--- config.mk ---
export PLATFORM = sky130hd
export DESIGN_NAME = deterministic_primality_test_unit
export DESIGN_NICKNAME = d
export VERILOG_FILES = /design/src/rtl/core/dpt_pkg.sv /design/src/rtl/core/deterministic_primality_test_unit.sv /design/src/rtl/core/dpt_modmul.sv /design/src/rtl/core/dpt_seq.sv
export VERILOG_INCLUDE_DIRS = /design/src /design/src/rtl/core
export SDC_FILE = /design/constraint.sdc
export NUM_CORES = 2
export LEC_CHECK = 0
export BUFFER_PORTS_ARGS = -buffer_cell sky130_fd_sc_hd__buf_2
export CAP_MARGIN = 10
export CORE_MARGIN = 1
export CORE_UTILIZATION = 40
export DETAILED_ROUTE_END_ITERATION = 16
export PLACE_DENSITY = 0.65
export SLEW_MARGIN = 0
export SYNTH_ARGS = -nofsm -noshare
export SYNTH_HDL_FRONTEND = slang
export SYNTH_SLANG_ARGS = --single-unit
--- constraint.sdc ---
create_clock -name clk -period 12.5 [get_ports clk]
set_input_delay 1.875 -clock clk [delete_from_list [all_inputs] [get_ports clk]]
set_output_delay 1.875 -clock clk [all_outputs]
set_load 0.01 [all_outputs]
--- src/rtl/core/deterministic_primality_test_unit_defines.svh ---
// assertion macros for the primality test unit
`ifndef DETERMINISTIC_PRIMALITY_TEST_UNIT_DEFINES_SVH
`define DETERMINISTIC_PRIMALITY_TEST_UNIT_DEFINES_SVH
`ifndef SYNTHESIS
`define DPT_ASSERT(label, clk_s, rst_s, prop) \
  label: assert property (@(posedge clk_s) disable iff (!rst_s) prop) else $error("%m failed");
`define DPT_ASSERT_ALWAYS(label, clk_s, prop) \
  label: assert property (@(posedge clk_s) prop) else $error("%m failed");
`else
`define DPT_ASSERT(label, clk_s, rst_s, prop)
`define DPT_ASSERT_ALWAYS(label, clk_s, prop)
`endif
`endif

--- src/rtl/core/dpt_pkg.sv ---
// shared types and constants of the primality test unit
`timescale 1ns / 1ps
package dpt_pkg;
  localparam int BASE_COUNT = 12;
  localparam int SMALL_LIMIT = 40;
  localparam int BASE_IDX_W = 4;
  localparam int BASE_W = 6;

  // fixed witness bases
  function automatic logic [BASE_W-1:0] base_prime(input logic [BASE_IDX_W-1:0] idx);
    logic [BASE_W-1:0] b;
    case (idx)
      4'd0: b = 6'd2;
      4'd1: b = 6'd3;
      4'd2: b = 6'd5;
      4'd3: b = 6'd7;
      4'd4: b = 6'd11;
      4'd5: b = 6'd13;
      4'd6: b = 6'd17;
      4'd7: b = 6'd19;
      4'd8: b = 6'd23;
      4'd9: b = 6'd29;
      4'd10: b = 6'd31;
      4'd11: b = 6'd37;
      default: b = 6'd2;
    endcase
    return b;
  endfunction

  typedef enum logic [3:0] {
    ST_IDLE, ST_SMALL, ST_REDUCE, ST_ODD, ST_POW_MUL, ST_POW_SQR,
    ST_CHECK, ST_SQ_LOOP, ST_DONE
  } seq_state_t;

  // handshake between sequencer and modular multiplier
  typedef struct packed {
    logic start;
    logic busy;
    logic done;
  } mul_ctl_t;
endpackage

--- src/rtl/core/deterministic_primality_test_unit.sv ---
// Deterministic Miller-Rabin test over twelve fixed bases for values of up to
// VALUE_WIDTH bits. One candidate at a time: busy stays high from acceptance until
// out_valid pulses for one cycle with out_prime; the receiver cannot stall, so the
// result must be sampled in that cycle. Each modular product runs in the single
// shift-add multiplier, and a round takes about 2*VALUE_WIDTH products plus a
// remainder pass over the candidate bits; values up to 40 skip the rounds, even
// values fail in the first remainder pass, and early-failing values stop at the
// failing round.
`timescale 1ns / 1ps
module deterministic_primality_test_unit #(
  parameter int VALUE_WIDTH = 63
) (
  input  logic                   clk,
  input  logic                   rst_n,
  input  logic                   start,
  output logic                   busy,
  input  logic [VALUE_WIDTH-1:0] in_candidate,
  output logic                   out_valid,
  output logic                   out_prime
);
  logic mul_start;
  logic [VALUE_WIDTH-1:0] mul_x, mul_y, mul_m, mul_prod;
  dpt_pkg::mul_ctl_t mul_ctl;

  // sequencer
  dpt_seq #(.W(VALUE_WIDTH)) u_seq (
    .clk(clk), .rst_n(rst_n), .start(start), .cand(in_candidate),
    .busy(busy), .res_valid(out_valid), .res_prime(out_prime),
    .mul_start(mul_start), .mul_x(mul_x), .mul_y(mul_y), .mul_m(mul_m),
    .mul_prod(mul_prod), .mul_ctl(mul_ctl)
  );

  // shared modular multiplier
  dpt_modmul #(.W(VALUE_WIDTH)) u_mul (
    .clk(clk), .rst_n(rst_n), .start(mul_start), .x(mul_x), .y(mul_y),
    .m(mul_m), .prod(mul_prod), .ctl(mul_ctl)
  );
endmodule

--- src/rtl/core/dpt_modmul.sv ---
// shift-add modular multiplier, one multiplier bit per cycle
`timescale 1ns / 1ps
`include "deterministic_primality_test_unit_defines.svh"
module dpt_modmul #(
  parameter int W = 63
) (
  input  logic         clk,
  input  logic         rst_n,
  input  logic         start,
  input  logic [W-1:0] x,
  input  logic [W-1:0] y,
  input  logic [W-1:0] m,
  output logic [W-1:0] prod,
  output dpt_pkg::mul_ctl_t ctl
);
  localparam int CW = $clog2(W + 1);

  logic [W-1:0] acc_r, acc_nxt;
  logic [W-1:0] x_r, y_r, m_r;
  logic [CW-1:0] cnt_r;
  logic busy_r, done_r;
  logic [W:0] dbl, dbl_red, add, add_red;

  // double, reduce, conditionally add, reduce
  always_comb begin
    dbl = {acc_r, 1'b0};
    dbl_red = (dbl >= {1'b0, m_r}) ? dbl - {1'b0, m_r} : dbl;
    add = dbl_red + {1'b0, x_r};
    add_red = (add >= {1'b0, m_r}) ? add - {1'b0, m_r} : add;
    acc_nxt = y_r[W-1] ? add_red[W-1:0] : dbl_red[W-1:0];
  end

  always_ff @(posedge clk) begin
    if (!rst_n) begin
      busy_r <= 1'b0;
      done_r <= 1'b0;
      cnt_r <= '0;
    end else begin
      done_r <= 1'b0;
      if (start && !busy_r) begin
        busy_r <= 1'b1;
        cnt_r <= CW'(W);
      end else if (busy_r) begin
        cnt_r <= cnt_r - 1'b1;
        if (cnt_r == CW'(1)) begin
          busy_r <= 1'b0;
          done_r <= 1'b1;
        end
      end
    end
  end

  always_ff @(posedge clk) begin
    if (start && !busy_r) begin
      acc_r <= '0;
      x_r <= x;
      y_r <= y;
      m_r <= m;
    end else if (busy_r) begin
      acc_r <= acc_nxt;
      y_r <= {y_r[W-2:0], 1'b0};
    end
  end

  assign prod = acc_r;
  assign ctl.start = start;
  assign ctl.busy = busy_r;
  assign ctl.done = done_r;

  `DPT_ASSERT(a_done_after_busy, clk, rst_n, done_r |-> $past(busy_r))
  `DPT_ASSERT(a_no_done_busy, clk, rst_n, !(done_r && busy_r))
  `DPT_ASSERT(a_acc_below_mod, clk, rst_n, busy_r |-> acc_r < m_r)
endmodule

--- src/rtl/core/dpt_seq.sv ---
// round sequencer: small values, divisibility, exponentiation, squaring chain
`timescale 1ns / 1ps
`include "deterministic_primality_test_unit_defines.svh"
module dpt_seq #(
  parameter int W = 63
) (
  input  logic         clk,
  input  logic         rst_n,
  input  logic         start,
  input  logic [W-1:0] cand,
  output logic         busy,
  output logic         res_valid,
  output logic         res_prime,
  output logic         mul_start,
  output logic [W-1:0] mul_x,
  output logic [W-1:0] mul_y,
  output logic [W-1:0] mul_m,
  input  logic [W-1:0] mul_prod,
  input  dpt_pkg::mul_ctl_t mul_ctl
);
  localparam int SW = $clog2(W + 1);
  localparam int RW = dpt_pkg::BASE_W + 1;

  dpt_pkg::seq_state_t st_r, st_nxt;
  logic [W-1:0] n_r, d_r, d_nxt, e_r, e_nxt, p_r, p_nxt, b_r, b_nxt;
  logic [SW-1:0] s_r, s_nxt, t_r, t_nxt;
  logic [dpt_pkg::BASE_IDX_W-1:0] bi_r, bi_nxt;
  logic [SW-1:0] bit_r, bit_nxt;
  logic [RW-1:0] rem_r, rem_nxt;
  logic pend_r, pend_nxt;
  logic prime_r, prime_nxt, vld_r, vld_nxt;
  logic [dpt_pkg::BASE_W-1:0] base;
  logic [RW:0] rem2;
  logic [W-1:0] nm1;
  logic small_hit;

  assign base = dpt_pkg::base_prime(bi_r);
  assign nm1 = n_r - 1'b1;
  assign rem2 = {rem_r, n_r[bit_r[SW-1:0]]};

  always_comb begin
    small_hit = 1'b0;
    for (int i = 0; i < dpt_pkg::BASE_COUNT; i++) begin
      if (n_r == W'(dpt_pkg::base_prime(dpt_pkg::BASE_IDX_W'(i)))) small_hit = 1'b1;
    end
  end

  always_ff @(posedge clk) begin
    if (!rst_n) begin
      st_r <= dpt_pkg::ST_IDLE;
      vld_r <= 1'b0;
      pend_r <= 1'b0;
    end else begin
      st_r <= st_nxt;
      vld_r <= vld_nxt;
      pend_r <= pend_nxt;
    end
  end

  always_ff @(posedge clk) begin
    if (st_r == dpt_pkg::ST_IDLE && start) n_r <= cand;
    d_r <= d_nxt; e_r <= e_nxt; p_r <= p_nxt; b_r <= b_nxt;
    s_r <= s_nxt; t_r <= t_nxt; bi_r <= bi_nxt; bit_r <= bit_nxt;
    rem_r <= rem_nxt; prime_r <= prime_nxt;
  end

  // next state and datapath control
  always_comb begin
    st_nxt = st_r;
    d_nxt = d_r; e_nxt = e_r; p_nxt = p_r; b_nxt = b_r;
    s_nxt = s_r; t_nxt = t_r; bi_nxt = bi_r; bit_nxt = bit_r;
    rem_nxt = rem_r; prime_nxt = prime_r; vld_nxt = 1'b0; pend_nxt = 1'b0;
    mul_start = 1'b0; mul_x = p_r; mul_y = b_r;
    case (st_r)
      dpt_pkg::ST_IDLE: begin
        if (start) begin
          st_nxt = dpt_pkg::ST_SMALL;
          bi_nxt = '0;
        end
      end
      dpt_pkg::ST_SMALL: begin
        if (n_r <= W'(dpt_pkg::SMALL_LIMIT)) begin
          prime_nxt = small_hit;
          st_nxt = dpt_pkg::ST_DONE;
        end else begin
          d_nxt = nm1; s_nxt = '0;
          st_nxt = dpt_pkg::ST_ODD;
        end
      end
      // strip factors of two from n-1
      dpt_pkg::ST_ODD: begin
        if (!d_r[0]) begin
          d_nxt = d_r >> 1;
          s_nxt = s_r + 1'b1;
        end else begin
          rem_nxt = '0; bit_nxt = SW'(W - 1);
          st_nxt = dpt_pkg::ST_REDUCE;
        end
      end
      // n mod base, one bit per cycle
      dpt_pkg::ST_REDUCE: begin
        rem_nxt = (rem2 >= (RW+1)'(base)) ? RW'(rem2 - (RW+1)'(base)) : RW'(rem2);
        bit_nxt = bit_r - 1'b1;
        if (bit_r == '0) begin
          if (rem_nxt == '0) begin
            prime_nxt = 1'b0;
            st_nxt = dpt_pkg::ST_DONE;
          end else begin
            p_nxt = W'(1); b_nxt = W'(base); e_nxt = d_r; t_nxt = s_r;
            pend_nxt = 1'b0;
            st_nxt = dpt_pkg::ST_POW_MUL;
          end
        end
      end
      // result times base when exponent bit set
      dpt_pkg::ST_POW_MUL: begin
        pend_nxt = pend_r;
        if (e_r == '0) begin
          st_nxt = dpt_pkg::ST_CHECK;
        end else if (!e_r[0]) begin
          st_nxt = dpt_pkg::ST_POW_SQR;
        end else if (!pend_r) begin
          mul_start = 1'b1; mul_x = p_r; mul_y = b_r; pend_nxt = 1'b1;
        end else if (mul_ctl.done) begin
          p_nxt = mul_prod; pend_nxt = 1'b0;
          st_nxt = dpt_pkg::ST_POW_SQR;
        end
      end
      // square the base, shift the exponent
      dpt_pkg::ST_POW_SQR: begin
        pend_nxt = pend_r;
        mul_x = b_r; mul_y = b_r;
        if (!pend_r) begin
          mul_start = 1'b1; pend_nxt = 1'b1;
        end else if (mul_ctl.done) begin
          b_nxt = mul_prod; e_nxt = e_r >> 1; pend_nxt = 1'b0;
          st_nxt = dpt_pkg::ST_POW_MUL;
        end
      end
      dpt_pkg::ST_CHECK: begin
        if (p_r == W'(1) || p_r == nm1) st_nxt = dpt_pkg::ST_DONE;
        else st_nxt = dpt_pkg::ST_SQ_LOOP;
        prime_nxt = 1'b1;
        if (!(p_r == W'(1) || p_r == nm1)) prime_nxt = 1'b0;
        if ((p_r == W'(1) || p_r == nm1) && bi_r != dpt_pkg::BASE_IDX_W'(dpt_pkg::BASE_COUNT - 1)) begin
          bi_nxt = bi_r + 1'b1; rem_nxt = '0; bit_nxt = SW'(W - 1);
          st_nxt = dpt_pkg::ST_REDUCE;
        end
      end
      // further squarings searching for n-1
      dpt_pkg::ST_SQ_LOOP: begin
        pend_nxt = pend_r;
        mul_x = p_r; mul_y = p_r;
        if (t_r <= SW'(1)) begin
          prime_nxt = 1'b0;
          st_nxt = dpt_pkg::ST_DONE;
        end else if (!pend_r) begin
          mul_start = 1'b1; pend_nxt = 1'b1;
        end else if (mul_ctl.done) begin
          p_nxt = mul_prod; t_nxt = t_r - 1'b1; pend_nxt = 1'b0;
          if (mul_prod == nm1) begin
            prime_nxt = 1'b1;
            if (bi_r == dpt_pkg::BASE_IDX_W'(dpt_pkg::BASE_COUNT - 1)) begin
              st_nxt = dpt_pkg::ST_DONE;
            end else begin
              bi_nxt = bi_r + 1'b1; rem_nxt = '0; bit_nxt = SW'(W - 1);
              st_nxt = dpt_pkg::ST_REDUCE;
            end
          end
        end
      end
      dpt_pkg::ST_DONE: begin
        vld_nxt = 1'b1;
        st_nxt = dpt_pkg::ST_IDLE;
      end
      default: st_nxt = dpt_pkg::ST_IDLE;
    endcase
  end

  assign mul_m = n_r;
  assign busy = (st_r != dpt_pkg::ST_IDLE);
  assign res_valid = vld_r;
  assign res_prime = prime_r;

  `DPT_ASSERT(a_valid_after_done, clk, rst_n, vld_r |-> $past(st_r == dpt_pkg::ST_DONE))
  `DPT_ASSERT(a_mul_start_idle, clk, rst_n, mul_start |-> !mul_ctl.busy)
  `DPT_ASSERT(a_done_needs_pending, clk, rst_n, mul_ctl.done |-> pend_r)
endmodule
==> flow_summary.yaml <==
status:
  status: "finished clean"
synthesis:
  avgSynthCellArea_um2: 9.333
  syn_nets: 4930
  ys_ff_latch: 617
  async_flop_share: 0
  yosysWarningCount: 0
  synth_top_area_frac: 0.3696
  synth_edf_count: 534
  yosysSeqAreaShare: 0.4079
  syn_inst: 4648
  yosys.area.top_type: "edfxtp_1"
  synth_ff_type: "edfxtp_1"
  synth_area_leaders: "edfxtp_1, ha_1, a21oi_1, nand2_1, xnor2_1"
  ys_types: 100
  syn-cell-area_mm2: 0.04338
worst_setup_path:
  crit_path_frequent_cell: "a21o_1"
  cpMaxStageDelayCell: "nor2_1"
  rr_worst_depth: 37
  path_class: "reg -> reg"
  cp.required_ns: 13.04
  timing.rr.end: "u_mul.prod[58]$_SDFFE_PP0P_"
  worstSetupEndpointType: "flip-flop"
  cp-start-kind: "flip-flop"
  r2r_setup_slack_ns: 1.25
  timing.rr.start: "u_mul.prod[43]$_SDFFE_PP0P_"
  critPathTopFamily: "compound AO/OA/AOI/OAI gates"
  cpPeakStageDelay_ns: 0.67
  cp_num_cells: 37
  startpoint: "u_mul.prod[43]$_SDFFE_PP0P_"
  path_max_fanout: 106
  cp_num_buf_inv: 3
  arrival_ns: 11.79
  endpoint: "u_mul.prod[58]$_SDFFE_PP0P_"
cts:
  cts_tree: "yes"
  clockRootBuffer: "clkbuf_16"
  cts_resized: 0
  htreeDepth: 3
  hold_buffers: 0
  clk_path_buf_depth: 3
  path_clk_slew_ns: 0.06
  post_cts_buffers: 0
  clock_latency_ns: 0.66
  cts_made_buffers: 73
  cts.sinks: 617
cells_and_area:
  final_util: 0.4436
  stdcell_area_mm2: 0.04763
  mostFrequentLayoutCells: "edfxtp_1, nand2_1, a21oi_1"
  regArea_mm2: 0.01770
  num-fill-cells: 10220
  drive_gt1_frac: 0.1021
  nNetsFinal: 4881
  layout_commonest_cell: "edfxtp_1"
  area_growth_pct: 9.786
  multi_input_comb_area_mm2: 0.02411
global_routing:
  grt.overflow.total: 0
  antenna_found_initial: 7
  grt_max_degree: 187
  grt_pass1_vias: 35302
  grt_usage: 0.2855
  grt_first_pass_wirelength_um: 235400
detailed_routing:
  ant_nets: 0
  first_pass_iters: 6
  vias: 38028
  wl_per_cell_um: 26.80
  dr_wl_met2_um: 69600
  route.met3.wl_um: 16360
  wl_met1_um: 69140
  drc: 0
  vias_per_cell: 6.276
  drt-total-wl_um: 162400
  first_iter_violations: 4544
  top_layer: "met5"
timing:
  finalCritPeriodShare: 0.8996
  tns_ns: 0
  hold_slack_ns: 0.4860
  setup-violations-final: 0
  fin_skew_ns: 0.02841
  relSlewSlack: 0.09975
  tightest_slew_ns: 1.338
  rsz0062_at_grt: "false"
  period_minus_slack_ns: 11.25
  drv_slew: 0
  max_freq_ghz: 0.08893
  finalHoldViolCount: 0
placement:
  gp_congestion: 1.086
  hpwl_um: 123300
  place_area_mm2: 0.04519
  port_buffers: 68
floorplanning:
  fp.dieH_um: 331.3
  design.core.area_mm2: 0.1074
  start_util: 0.4041
  die_w_um: 331.3
  ios: 69
  dieArea_mm2: 0.1098
  placementRows: 120
job:
  maxCapViolCount: 0
hold_path:
  min_path_type: "reg -> reg"
-- cell type report --
type                            instances  area share
Antenna cell                            2   0.0001051
Clock buffer                           89     0.04006
Clock inverter                         41     0.01098
Inverter                              171     0.01348
Multi-Input combinational cell       3587      0.5062
Sequential cell                       617      0.3716
Tap cell                             1403     0.03686
Timing Repair Buffer                  149     0.02070
-- layer usage --
metal | vias to the layer above | GRT usage
met3 | 365 | 0.05817
met1 | 18400 | 0.3979
met5 | - | 0
li1 | 17215 | -
met2 | 2042 | 0.4276
met4 | 6 | 0.1235
-- cell families (layout without fill, tap and decap cells) --
logic type	count (synthesis)	after routing	share of synthesized area
AO/OA/AOI/OAI	1279	1279	0.1864
XOR/XNOR	340	340	0.07268
adder cells (fa/ha/maj)	216	216	0.06299
buffers and inverters	444	450	0.03894
flip-flops	617	617	0.4079
multiplexers	220	220	0.05688
other	0	2	0
AND/OR/NAND/NOR	1532	1532	0.1742
-- flip-flops by register name, summed over array words and instances (netlist names), 7 cells and up --
name,flops
u_seq.b_r,63
u_seq.e_r,63
u_seq.d_r,63
u_seq.rem_r,7
u_mul.x_r,63
u_mul.m_r,63
u_mul.y_r,63
u_seq.mul_m,63
u_seq.p_r,63
u_mul.prod,63
-- how the worst min path moves through the flow --
stage                                     start                     endpoint  depth (start not counted)
finish              u_mul.cnt_r[5]$_SDFFE_PN0P_  u_mul.cnt_r[5]$_SDFFE_PN0P_                          1
global route        u_mul.cnt_r[5]$_SDFFE_PN0P_  u_mul.cnt_r[5]$_SDFFE_PN0P_                          1
CTS                 u_mul.cnt_r[5]$_SDFFE_PN0P_  u_mul.cnt_r[5]$_SDFFE_PN0P_                          1
detailed placement  u_mul.cnt_r[5]$_SDFFE_PN0P_  u_mul.cnt_r[5]$_SDFFE_PN0P_                          1
global placement    u_mul.cnt_r[5]$_SDFFE_PN0P_  u_mul.cnt_r[5]$_SDFFE_PN0P_                          1
floorplan              u_seq.mul_m[8]$_DFFE_PP_       u_mul.m_r[8]$_DFFE_PP_                          0
-- cell usage after synthesis (9+ instances only) --
cell / n
a311oi_1: 12
nor3_1: 94
o21ai_0: 258
and2_1: 78
or2_2: 20
o21a_1: 28
mux2_2: 137
xnor2_1: 198
nand2_1: 478
o221ai_1: 14
nand4_1: 91
o21bai_1: 35
a21o_1: 140
nand3b_1: 13
mux2i_1: 74
buf_1: 28
a21oi_1: 413
a221o_1: 10
inv_1: 169
a2111oi_0: 12
edfxtp_1: 534
a31oi_1: 94
xnor3_1: 10
and3_1: 30
nor2_1: 345
o211ai_1: 18
clkbuf_1: 239
or3_1: 31
nand2b_1: 48
a211oi_1: 19
and4_1: 17
xor2_1: 129
nor4_1: 88
ha_1: 212
nand3_1: 85
o31ai_1: 14
a41oi_1: 9
nor2b_1: 48
o2111ai_1: 21
a221oi_1: 14
a22oi_1: 54
or4_1: 19
dfxtp_1: 83
o22ai_1: 24
-- worst reg2reg max path: cells and delay by family (launching register included) --
family / cells / cell delay (ns)
xor+xnor: 1 / 0.21
buf+inv: 3 / 0.61
mux: 2 / 0.71
simple gates: 8 / 2.43
compound gates: 20 / 5.50
fa+ha+maj: 3 / 1.02
flops: 1 / 0.63
-- through the flow --
step | setup slack (ns) | instances
2_1_floorplan | 2.331 | 4648
3_3_place_gp | 1.551 | 5927
5_1_grt | 0.6508 | 6057
4_1_cts | 1.475 | 6057
3_5_place_dp | 1.531 | 5927
6_report | 1.255 | 6059
Power is not shown: default switching activity piles up to over one toggle a cycle in this logic, so the estimate is an artifact.
